===== config.mk =====
export PLATFORM = sky130hd
export DESIGN_NAME = prime_factorizer_core
export DESIGN_NICKNAME = d
export VERILOG_FILES = /design/src/pfc_pkg.sv /design/src/pfc_div.sv /design/src/pfc_dpath.sv /design/src/pfc_ctrl.sv /design/src/prime_factorizer_core.sv
export VERILOG_INCLUDE_DIRS = /design/src /design/src/src
export SDC_FILE = /design/constraint.sdc
export NUM_CORES = 1
export LEC_CHECK = 0
export BUFFER_PORTS_ARGS = -buffer_cell sky130_fd_sc_hd__buf_2
export CORE_ASPECT_RATIO = 1.2
export CORE_UTILIZATION = 58
export DETAILED_ROUTE_END_ITERATION = 8
export PLACE_DENSITY_LB_ADDON = 0.1
export RECOVER_POWER = 25
export SKIP_LAST_GASP = 1
export SLEW_MARGIN = 20
export SYNTH_ARGS = -nofsm -noshare
export SYNTH_HDL_FRONTEND = slang
export SYNTH_SLANG_ARGS = --single-unit

===== constraint.sdc =====
create_clock -name clk -period 6.67 [get_ports clk]
set_input_delay 1.334 -clock clk [delete_from_list [all_inputs] [get_ports clk]]
set_output_delay 1.334 -clock clk [all_outputs]
set_load 0.1 [all_outputs]

===== src/prime_factorizer_core_macros.svh =====
// Assertion macros for the prime factorizer core.
// Included by pfc_ctrl, which checks its own control logic.
`ifndef PRIME_FACTORIZER_CORE_MACROS_SVH
`define PRIME_FACTORIZER_CORE_MACROS_SVH

// Same-cycle implication, checked out of reset.
`define PFC_ASSERT_IMP(label, clk, rst_n, ante, cons) \
  label: assert property (@(posedge clk) disable iff (!rst_n) (ante) |-> (cons)) \
    else $error("pfc assertion failed");

// Next-cycle implication, checked out of reset.
`define PFC_ASSERT_NXT(label, clk, rst_n, ante, cons) \
  label: assert property (@(posedge clk) disable iff (!rst_n) (ante) |=> (cons)) \
    else $error("pfc assertion failed");

`endif


===== src/pfc_pkg.sv =====
// Shared widths, select codes and controller/datapath interface types
// for the prime factorizer core. No dependencies.
package pfc_pkg;

  localparam int VALUE_BITS = 31;
  localparam int DIV_BITS   = (VALUE_BITS + 1) / 2 + 1;
  localparam int SQ_BITS    = 2 * DIV_BITS;
  localparam int CNT_BITS   = $clog2(VALUE_BITS + 1);
  localparam int FIRST_DIV  = 3;
  localparam int DIV_STEP   = 2;

  localparam logic [1:0] SEL_TWO  = 2'd0;
  localparam logic [1:0] SEL_DIV  = 2'd1;
  localparam logic [1:0] SEL_REST = 2'd2;

  typedef struct packed {
    logic       load;
    logic       halve;
    logic       square;
    logic       div_start;
    logic       take;
    logic       next_div;
    logic       pend_load;
    logic [1:0] pend_sel;
    logic       out_load;
    logic       out_zero;
    logic       out_last;
    logic       out_nf;
  } cmd_t;

  typedef struct packed {
    logic rest_lt2;
    logic rest_gt2;
    logic rest_even;
    logic sq_gt;
    logic div_done;
    logic rem_zero;
  } stat_t;

endpackage


===== src/pfc_div.sv =====
// Bit-serial restoring divider: one quotient bit per cycle.
// Depends on pfc_pkg for widths.
module pfc_div (
  input  logic                             clk,
  input  logic                             rst_n,
  input  logic                             start,
  input  logic [pfc_pkg::VALUE_BITS-1:0]   dividend,
  input  logic [pfc_pkg::DIV_BITS-1:0]     divisor,
  output logic                             done,
  output logic [pfc_pkg::VALUE_BITS-1:0]   quotient,
  output logic                             rem_zero
);

  logic                            busy_r, busy_nxt;
  logic                            done_r, done_nxt;
  logic [pfc_pkg::CNT_BITS-1:0]    cnt_r, cnt_nxt;
  logic [pfc_pkg::VALUE_BITS-1:0]  quo_r, quo_nxt;
  logic [pfc_pkg::DIV_BITS:0]      rem_r, rem_nxt;
  logic [pfc_pkg::DIV_BITS-1:0]    dvs_r, dvs_nxt;
  logic [pfc_pkg::DIV_BITS:0]      rem_sh;
  logic                            ge;

  assign rem_sh = {rem_r[pfc_pkg::DIV_BITS-1:0], quo_r[pfc_pkg::VALUE_BITS-1]};
  assign ge     = rem_sh >= {1'b0, dvs_r};

  always_comb begin
    busy_nxt = busy_r;
    done_nxt = done_r;
    cnt_nxt  = cnt_r;
    quo_nxt  = quo_r;
    rem_nxt  = rem_r;
    dvs_nxt  = dvs_r;
    if (start) begin
      busy_nxt = 1'b1;
      done_nxt = 1'b0;
      cnt_nxt  = pfc_pkg::CNT_BITS'(pfc_pkg::VALUE_BITS);
      quo_nxt  = dividend;
      rem_nxt  = '0;
      dvs_nxt  = divisor;
    end else if (busy_r) begin
      quo_nxt = {quo_r[pfc_pkg::VALUE_BITS-2:0], ge};
      rem_nxt = ge ? (rem_sh - {1'b0, dvs_r}) : rem_sh;
      cnt_nxt = cnt_r - pfc_pkg::CNT_BITS'(1);
      if (cnt_r == pfc_pkg::CNT_BITS'(1)) begin
        busy_nxt = 1'b0;
        done_nxt = 1'b1;
      end
    end
  end

  always_ff @(posedge clk) begin
    if (!rst_n) begin
      busy_r <= 1'b0;
      done_r <= 1'b0;
    end else begin
      busy_r <= busy_nxt;
      done_r <= done_nxt;
    end
    cnt_r <= cnt_nxt;
    quo_r <= quo_nxt;
    rem_r <= rem_nxt;
    dvs_r <= dvs_nxt;
  end

  assign done     = done_r;
  assign quotient = quo_r;
  assign rem_zero = (rem_r == '0);

endmodule


===== src/pfc_dpath.sv =====
// Datapath: remaining value, trial divisor, its square, pending factor
// and result registers. Depends on pfc_pkg and pfc_div.
module pfc_dpath (
  input  logic                            clk,
  input  logic                            rst_n,
  input  pfc_pkg::cmd_t                   cmd,
  output pfc_pkg::stat_t                  stat,
  input  logic [pfc_pkg::VALUE_BITS-1:0]  in_value,
  output logic [pfc_pkg::VALUE_BITS-1:0]  out_factor,
  output logic                            out_last,
  output logic                            out_no_factors
);

  logic [pfc_pkg::VALUE_BITS-1:0] rest_r, rest_nxt;
  logic [pfc_pkg::DIV_BITS-1:0]   d_r, d_nxt;
  logic [pfc_pkg::SQ_BITS-1:0]    sq_r, sq_nxt;
  logic [pfc_pkg::VALUE_BITS-1:0] pend_r, pend_nxt;
  logic [pfc_pkg::VALUE_BITS-1:0] ofac_r, ofac_nxt;
  logic                           olast_r, olast_nxt;
  logic                           onf_r, onf_nxt;
  logic                           div_done;
  logic                           rem_zero;
  logic [pfc_pkg::VALUE_BITS-1:0] quotient;

  pfc_div u_div (
    .clk      (clk),
    .rst_n    (rst_n),
    .start    (cmd.div_start),
    .dividend (rest_r),
    .divisor  (d_r),
    .done     (div_done),
    .quotient (quotient),
    .rem_zero (rem_zero)
  );

  always_comb begin
    rest_nxt = rest_r;
    d_nxt    = d_r;
    sq_nxt   = sq_r;
    pend_nxt = pend_r;
    if (cmd.load) begin
      rest_nxt = in_value;
      d_nxt    = pfc_pkg::DIV_BITS'(pfc_pkg::FIRST_DIV);
    end else if (cmd.halve) begin
      rest_nxt = rest_r >> 1;
    end else if (cmd.take) begin
      rest_nxt = quotient;
    end
    if (cmd.next_div) begin
      d_nxt = d_r + pfc_pkg::DIV_BITS'(pfc_pkg::DIV_STEP);
    end
    if (cmd.square) begin
      sq_nxt = pfc_pkg::SQ_BITS'(d_r) * pfc_pkg::SQ_BITS'(d_r);
    end
    if (cmd.pend_load) begin
      case (cmd.pend_sel)
        pfc_pkg::SEL_TWO:  pend_nxt = pfc_pkg::VALUE_BITS'(2);
        pfc_pkg::SEL_DIV:  pend_nxt = pfc_pkg::VALUE_BITS'(d_r);
        pfc_pkg::SEL_REST: pend_nxt = rest_r;
        default:           pend_nxt = pend_r;
      endcase
    end
  end

  always_comb begin
    ofac_nxt  = ofac_r;
    olast_nxt = olast_r;
    onf_nxt   = onf_r;
    if (cmd.out_load) begin
      ofac_nxt  = cmd.out_zero ? '0 : pend_r;
      olast_nxt = cmd.out_last;
      onf_nxt   = cmd.out_nf;
    end
  end

  always_ff @(posedge clk) begin
    rest_r  <= rest_nxt;
    d_r     <= d_nxt;
    sq_r    <= sq_nxt;
    pend_r  <= pend_nxt;
    ofac_r  <= ofac_nxt;
    olast_r <= olast_nxt;
    onf_r   <= onf_nxt;
  end

  assign stat.rest_lt2  = rest_r < pfc_pkg::VALUE_BITS'(2);
  assign stat.rest_gt2  = rest_r > pfc_pkg::VALUE_BITS'(2);
  assign stat.rest_even = ~rest_r[0];
  assign stat.sq_gt     = sq_r > pfc_pkg::SQ_BITS'(rest_r);
  assign stat.div_done  = div_done;
  assign stat.rem_zero  = rem_zero;

  assign out_factor     = ofac_r;
  assign out_last       = olast_r;
  assign out_no_factors = onf_r;

endmodule


===== src/pfc_ctrl.sv =====
// Controller: sequences trial division, holds one pending factor so the
// final one can be marked, and drives the handshakes. Depends on pfc_pkg and the macros header.
`include "prime_factorizer_core_macros.svh"

module pfc_ctrl (
  input  logic           clk,
  input  logic           rst_n,
  input  logic           in_valid,
  output logic           in_ready,
  output logic           out_valid,
  input  logic           out_ready,
  input  pfc_pkg::stat_t stat,
  output pfc_pkg::cmd_t  cmd
);

  localparam logic [2:0] ST_IDLE = 3'd0;
  localparam logic [2:0] ST_CHK  = 3'd1;
  localparam logic [2:0] ST_TWOS = 3'd2;
  localparam logic [2:0] ST_SQ   = 3'd3;
  localparam logic [2:0] ST_CMP  = 3'd4;
  localparam logic [2:0] ST_DIV  = 3'd5;
  localparam logic [2:0] ST_FIN  = 3'd6;
  localparam logic [2:0] ST_LAST = 3'd7;

  logic [2:0] state_r, state_nxt;
  logic       pend_vld_r, pend_vld_nxt;
  logic       out_valid_r, out_valid_nxt;
  logic       out_free;
  logic       found;
  logic       can_take;

  assign out_free = !out_valid_r || out_ready;
  assign can_take = !pend_vld_r || out_free;

  always_comb begin
    state_nxt    = state_r;
    pend_vld_nxt = pend_vld_r;
    cmd          = '0;
    found        = 1'b0;
    in_ready     = 1'b0;
    case (state_r)
      ST_IDLE: begin
        in_ready = 1'b1;
        if (in_valid) begin
          cmd.load  = 1'b1;
          state_nxt = ST_CHK;
        end
      end
      ST_CHK: begin
        if (stat.rest_lt2) begin
          if (out_free) begin
            cmd.out_load = 1'b1;
            cmd.out_zero = 1'b1;
            cmd.out_last = 1'b1;
            cmd.out_nf   = 1'b1;
            state_nxt    = ST_IDLE;
          end
        end else begin
          state_nxt = ST_TWOS;
        end
      end
      ST_TWOS: begin
        if (stat.rest_even) begin
          found        = 1'b1;
          cmd.pend_sel = pfc_pkg::SEL_TWO;
          cmd.halve    = can_take;
        end else begin
          state_nxt = ST_SQ;
        end
      end
      ST_SQ: begin
        cmd.square = 1'b1;
        state_nxt  = ST_CMP;
      end
      ST_CMP: begin
        if (stat.sq_gt) begin
          state_nxt = ST_FIN;
        end else begin
          cmd.div_start = 1'b1;
          state_nxt     = ST_DIV;
        end
      end
      ST_DIV: begin
        if (stat.div_done) begin
          if (stat.rem_zero) begin
            found        = 1'b1;
            cmd.pend_sel = pfc_pkg::SEL_DIV;
            cmd.take     = can_take;
            if (can_take) begin
              state_nxt = ST_CMP;
            end
          end else begin
            cmd.next_div = 1'b1;
            state_nxt    = ST_SQ;
          end
        end
      end
      ST_FIN: begin
        if (stat.rest_gt2) begin
          found        = 1'b1;
          cmd.pend_sel = pfc_pkg::SEL_REST;
          if (can_take) begin
            state_nxt = ST_LAST;
          end
        end else begin
          state_nxt = ST_LAST;
        end
      end
      ST_LAST: begin
        if (out_free) begin
          cmd.out_load = 1'b1;
          cmd.out_last = 1'b1;
          pend_vld_nxt = 1'b0;
          state_nxt    = ST_IDLE;
        end
      end
      default: begin
        state_nxt = ST_IDLE;
      end
    endcase
    if (found && can_take) begin
      cmd.pend_load = 1'b1;
      cmd.out_load  = pend_vld_r;
      pend_vld_nxt  = 1'b1;
    end
  end

  always_comb begin
    out_valid_nxt = out_valid_r;
    if (cmd.out_load) begin
      out_valid_nxt = 1'b1;
    end else if (out_ready) begin
      out_valid_nxt = 1'b0;
    end
  end

  always_ff @(posedge clk) begin
    if (!rst_n) begin
      state_r     <= ST_IDLE;
      pend_vld_r  <= 1'b0;
      out_valid_r <= 1'b0;
    end else begin
      state_r     <= state_nxt;
      pend_vld_r  <= pend_vld_nxt;
      out_valid_r <= out_valid_nxt;
    end
  end

  assign out_valid = out_valid_r;

  `PFC_ASSERT_IMP(a_out_slot_free, clk, rst_n, cmd.out_load, !out_valid_r || out_ready)
  `PFC_ASSERT_IMP(a_idle_no_pend, clk, rst_n, state_r == ST_IDLE, !pend_vld_r)
  `PFC_ASSERT_IMP(a_last_has_pend, clk, rst_n, state_r == ST_LAST, pend_vld_r)
  `PFC_ASSERT_NXT(a_div_restart, clk, rst_n, cmd.div_start, !stat.div_done)

endmodule


===== src/prime_factorizer_core.sv =====
// Prime factorizer by trial division: strips twos, then tries odd divisors.
// Odd trial divisors run through the bit-serial divider until the square of
// the divisor exceeds the rest. Throughput: one item at a time; the next
// item is taken once the last factor sits in the output register. Synchronous
// active-low reset clears control state only; no memory is cleared.
module prime_factorizer_core (
  input  logic                            clk,
  input  logic                            rst_n,
  input  logic                            in_valid,
  output logic                            in_ready,
  input  logic [pfc_pkg::VALUE_BITS-1:0]  in_value,
  output logic                            out_valid,
  input  logic                            out_ready,
  output logic [pfc_pkg::VALUE_BITS-1:0]  out_factor,
  output logic                            out_last,
  output logic                            out_no_factors
);

  pfc_pkg::cmd_t  cmd;
  pfc_pkg::stat_t stat;

  pfc_ctrl u_ctrl (
    .clk       (clk),
    .rst_n     (rst_n),
    .in_valid  (in_valid),
    .in_ready  (in_ready),
    .out_valid (out_valid),
    .out_ready (out_ready),
    .stat      (stat),
    .cmd       (cmd)
  );

  pfc_dpath u_dpath (
    .clk            (clk),
    .rst_n          (rst_n),
    .cmd            (cmd),
    .stat           (stat),
    .in_value       (in_value),
    .out_factor     (out_factor),
    .out_last       (out_last),
    .out_no_factors (out_no_factors)
  );

endmodule

Word-level counts from Yosys, hierarchy flattened. Cells that the tools add are included.

Register bits: 224. Logic and storage cells: 118. Bits of input ports: 35. Output and inout port bits: 35.

Equal/unequal tests: 15. Mux-type cells: 57. $mul: 1. Reductions and logical operators: 21. Add/subtract/negate cells: 3. Bitwise gates (word level): 1. Order comparisons: 4.

Operators by type and width (number): $mux 31 (5); $pmux 31 s3 (1); $gt 34x31->1 (1); $mul 17x17->34 (1); $mux 17 (2); $gt 31x2->1 const B (1); $lt 31x2->1 const B (1); $mux 1 (27); $mux 3 (9); $pmux 3 s8 (1); $ge 18x17->1 (1); $logic_not 18->1 (1); $mux 18 (1); $sub 18x17->18 (1); $add 17x2->17 const B (1); $eq 3x3->1 const B (4); $mux 2 (5); $reduce_bool 2->1 (5); $mux 4 (2); $reduce_and 2->1 (4); $eq 3x2->1 const B (2); $reduce_bool 3->1 (2); $eq 5x1->1 const B (1); $reduce_and 5->1 (1); 18 further kinds (22).

Logic depth before layout (Yosys ltp).
Word-level depth: 9. Mapped depth: 25. Gate-level depth less buffers: 23.

Cells and area by module. A second synthesis with hierarchy kept.

Cells, all modules: 1867. Area, all modules: 19342.3 µm².

Modules (own cells, without submodules): pfc_dpath (area an instance 14904.3 µm², seq. area each 4294.1 µm², cells each 1453, instances 1); pfc_div (area an instance 3907.5 µm², seq. area each 1941.9 µm², cells each 343, instances 1); pfc_ctrl (area an instance 530.5 µm², seq. area each 100.1 µm², cells each 71, instances 1).

Worst setup path after synthesis. No wires, ideal clock.

Kind: reg-to-reg. From: reg u_dpath.d_r[4] (netlist name). To: reg u_dpath.sq_r[33] (netlist name) (data pin). Path buffers: 2. Setup slack: 0.114 ns. Cell stages (with the launch flop): 22. Period minus slack after synthesis: 6.556 ns. Setup time: 0.264 ns. Required time: 6.406 ns. Data arrival time: 6.293 ns. Cell sequence: edfxtp_1 clkbuf_1 clkbuf_1 nand2_1 fa_1 inv_1 fa_1 fa_1 fa_1 fa_1 inv_1 fa_1 inv_1 ha_1 a21o_1 a21oi_1 o21bai_1 a2111oi_0 a2111o_1 nand3_1 a221oi_1 xnor2_1.

Cells in the longest elaborated chain, start to end: 1.

Ends and longest elaborated chain: from (decl) (RTL line pfc_dpath.sv:15) `logic [pfc_pkg::DIV_BITS-1:0] d_r, d_nxt;`; from (signal assigned) (RTL line pfc_dpath.sv:78) `d_r <= d_nxt;`; $mul 17x17->34 (RTL line pfc_dpath.sv:53) `sq_nxt = pfc_pkg::SQ_BITS'(d_r) * pfc_pkg::SQ_BITS'(d_r);`; to (signal assigned) (RTL line pfc_dpath.sv:79) `sq_r <= sq_nxt;`; to (decl) (RTL line pfc_dpath.sv:16) `logic [pfc_pkg::SQ_BITS-1:0] sq_r, sq_nxt;`.

No other way between the ends. A chain may end at the register's enable or synchronous reset.

Final worst setup path.
From: reg u_dpath.d_r[11] (netlist name). To: reg u_dpath.sq_r[30] (netlist name) (data pin).

Same word-level chain as after synthesis.

==> flow_summary.rst <==
.. list-table::
   :header-rows: 1

   * - Metric
     - Value
   * - Status
     - finished clean
   * - Maximum number of buffers from clock root to sink
     - 3
   * - Maxcap violations
     - 0
   * - Total GRT Usage
     - 27.30%
   * - Endpoint arrival time on the critical path
     - 6.95 ns
   * - Largest stage delay, worst path
     - 0.62 ns
   * - Half-perimeter wire length after placement
     - 34.78 mm
   * - Area taken by flip-flops and latches
     - 6306 um^2
   * - Sum of internal, switching and leakage power
     - 11,560 uW
   * - Row cnt
     - 72
   * - CP dominant cell by count
     - fa_1
   * - Dominant cells by area after synthesis
     - edfxtp_1 (30%), fa_1 (21%), ha_1 (11%)
   * - Number of antenna violations at the first check in global routing
     - 1
   * - Most Crowded Layer GR
     - met2
   * - Relative contribution of combinational cells to total power
     - 69.9%
   * - Count of warnings emitted by yosys
     - 0
   * - Fraction of synthesis flops using an asynchronous set or reset pin
     - 0%
   * - Level count of the clock H-tree
     - 1
   * - Synthesis-stage register bit count
     - 220
   * - Clock transition at the registers of the reported paths
     - 0.06 ns
   * - Critical-path maximum fanout
     - 14
   * - Maximum resistive drop on vdd
     - 0.6535 mV
   * - Pwr dens
     - 552.3 nW/um^2
   * - Clock tree from TritonCTS
     - done
   * - Mux share of post-synthesis cell area
     - 2.585%
   * - Syn Std Cell Area
     - 18,930 um^2
   * - Flop pwr share
     - 17.9%
   * - Root cell of the clock tree
     - clkbuf_16
   * - Area share of and/or/nand/nor cells after synthesis
     - 12.22%
   * - Met2 Use GR
     - 48.89%
   * - Clock network fraction of design power
     - 12.2%
   * - Number of hold violations in the final report
     - 0
   * - Count of unresolved DRC violations after routing
     - 0
   * - Number of antenna repair diodes
     - 0
   * - Worst path slowest cell
     - fa_1
   * - Antenna Violating Nets Remaining
     - 0
   * - Worst-case reg-to-reg path depth
     - 23
   * - Post-Synth XOR/XNOR Area
     - 2.869%
   * - Area of the core
     - 32,160 um^2
   * - Switching power as a share of total power
     - 45.23%
   * - Worst min-delay path category
     - register to register
   * - Number of synthesized flops with an enable pin
     - 190
   * - Total clock buffers created by CTS
     - 23
   * - Last weighted congestion value of the routability-driven placer
     - 0.9145
   * - Most numerous cell in the Yosys netlist
     - inv_1
   * - Layout area overhead
     - 10.58%
   * - Headroom to the max-slew limit
     - 29.34%
   * - Worst-Skew Late Latency
     - 0.54 ns
   * - CP startpoint kind
     - register
   * - Compound-gate portion of the synthesized area
     - 9.460%
   * - Number of distinct library cell variants in the gate-level netlist after synthesis
     - 69
   * - Area of the die
     - 33,360 um^2
   * - Number of nets in the synthesized netlist
     - 2,238
   * - Via count of the first global-routing pass
     - 13,510
   * - Worst Path Required
     - 7.06 ns
   * - Fillcell total
     - 2,636
   * - Post-Synthesis Cells
     - 1,848
   * - Horizontal extent of the die
     - 166.9 um
   * - Maximum number of pins on one net before global-route repair
     - 62
   * - Router iterations before antenna repair
     - 5
   * - Synth Flop Type
     - edfxtp_1
   * - Mean Syn Cell Area
     - 10.24 um^2
   * - Number of cells on the worst hold path
     - 2
   * - Cell taking the most area after synthesis
     - edfxtp_1
   * - Post-route core utilization
     - 65.08%
   * - Initial core utilization
     - 58.85%
   * - Measured slew at the worst slew-check pin
     - 1.050 ns
   * - Setup violation total in the final timing report
     - 0
   * - Sequential area share after synthesis
     - 33.32%
   * - RSZ-0062 raised after global routing
     - true
   * - Kind of capture point of the worst setup path
     - register
   * - Leak pwr
     - 0.009665 uW
   * - R2R setup slack
     - 0.11 ns
   * - Height of the chip
     - 199.9 um
   * - Fraction of final layout cells with drive strength greater than 1
     - 11.12%
   * - CP Cell Sequence
     - buf_12 > nand2_1 > inv_1 > fa_1 > inv_1 > fa_1 > fa_1 > inv_1 > fa_1 > fa_1 > inv_1 > fa_1 > inv_1 > ha_1 > buf_4 > a21oi_1 > a21boi_0 > a311oi_2 > a311oi_2 > o21ai_2 > o21ai_4 > or4_1 > nand4_1
   * - Leftover overflow at the end of global routing
     - 0
   * - Met3 track utilization from global routing
     - 3.115%
   * - Critical path start-end classification
     - register to register
   * - Switch Pwr
     - 5229 uW
   * - Upper clock frequency limit
     - 0.1525 GHz
   * - Max-slew violation total from the final report
     - 0
   * - Period Utilization, post-route
     - 98.31%
   * - Iteration-0 DRC count of the detailed router
     - 830
   * - Final period demand of the worst path
     - 6.557 ns
   * - Yosys top cell area share
     - 30.14%
   * - Post-synthesis adder-cell area fraction
     - 31.20%
   * - Routed length per placed instance
     - 18.64 um
   * - Combined area of the multi-input logic cells
     - 11,120 um^2
   * - Total wirelength of the detailed-routed design
     - 44.12 mm
   * - Nets@finish
     - 2,333
   * - Via count normalized by instance count
     - 5.615
   * - Port Buffers
     - 69
   * - Total number of vias
     - 13,290
   * - GR Layer Usage met1
     - 33.70%
   * - Wire length of the first global-routing pass
     - 69.92 mm
   * - Most frequent cells after synthesis
     - inv_1 (344), fa_1 (195), edfxtp_1 (190)
   * - Internal Dissipation
     - 6331 uW
   * - Number of clock sinks
     - 220
   * - Worst Skew
     - 0.009756 ns
   * - Largest family of logic cells by synthesized area
     - adder cells
   * - Io pins
     - 70
per-stage QoR:
step                      instances  instance area, um^2  hold WS, ns  setup WS [ns]  TNS (ns)
after floorplan                1848                18930       0.4550         0.1135         0
after global placement         2311                19950       0.4763        0.09919         0
after detailed placement       2311                19950       0.4851       -0.01609  -0.02697
after CTS                      2356                20810       0.4966       -0.03676  -0.06528
after global routing           2367                20930       0.5324        -0.1197   -0.1674
final                          2367                20930       0.4959         0.1125         0
per-layer routing:
layer  up-vias  share of wire [%]
met3        95                5.3
li1       6274                  -
met1      6564                 40
met4         0                4.0
met2       358                 50
met5         -                  0
worst paths after layout:
path                                        start                end
worst max-delay path              u_dpath.d_r[11]   u_dpath.sq_r[30]
worst max register to register    u_dpath.d_r[11]   u_dpath.sq_r[30]
worst min-delay path            u_ctrl.pend_vld_r  u_ctrl.pend_vld_r
worst min register to register  u_ctrl.pend_vld_r  u_ctrl.pend_vld_r
critical path: cells and delay by family (launching register included):
| kind | cells | cell delay [ns] |
|---|---|---|
| buf+inv | 7 | 0.67 |
| fa+ha+maj | 7 | 3.50 |
| simple gates | 3 | 0.60 |
| compound gates | 6 | 1.19 |
| flops | 1 | 0.45 |
power by group through the flow:
stage	registers, uW	clock network (uW)	logic (uW)
2_1_floorplan	2100	0	5610
3_3_place_gp	2100	0	7600
3_5_place_dp	2100	0	7720
4_1_cts	2070	1440	7790
5_1_grt	2080	1490	9070
6_report	2070	1410	8080
cell families after synthesis:
group / Yosys count
buffers and inverters: 412
AOI/OAI and AO/OA: 271
DFF: 220
xor gates and xnor gates: 62
and+or+nand+nor: 483
muxes: 45
adders and majority gates: 355
flip-flops by register name, indices dropped and copies added, names as in the netlist, 3 cells and up:
| signal | flops |
|---|---|
| u_dpath.sq_r | 32 |
| u_dpath.d_r | 16 |
| u_dpath.out_factor | 31 |
| u_dpath.pend_r | 31 |
| u_ctrl.state_r | 3 |
| u_dpath.u_div.cnt_r | 5 |
| u_dpath.rest_r | 31 |
| u_dpath.u_div.dvs_r | 16 |
| u_dpath.u_div.quotient | 31 |
| u_dpath.u_div.rem_r | 18 |
cell usage in the layout (no fill, tap or decap), drive strengths merged, types with 6 or more instances in the layout:
master and instances:
a211oi 23, a21o 29, a21oi 80, a22o 15, and2 76, buf 130, clkbuf 34, clkinv 8
dfxtp 30, edfxtp 190, fa 195, ha 160, inv 347, mux2 31, mux2i 14, nand2 158
nand2b 10, nand3 18, nand4 13, nor2 128, nor2b 16, nor3 20, nor4 16, o21a 6
o21ai 61, o21bai 10, xnor2 47, xor2 15
timing repair:
action,CTS,global route
setup buffers,3,11
gates resized for setup,0,10
setup endpoints to repair,3,7
pin swaps,0,4
hold buffers,0,0
cell type report:
cell class / instances / area share [%]
clock buffers: 29 / 3.055
well taps: 407 / 2.433
clock inverters: 13 / 0.9266
flip-flops and latches: 220 / 30.13
repair buffers: 135 / 4.125
inverters: 347 / 6.223
multi-input cells: 1216 / 53.11
No activity file was read; power rests on OpenSTA's default activity.
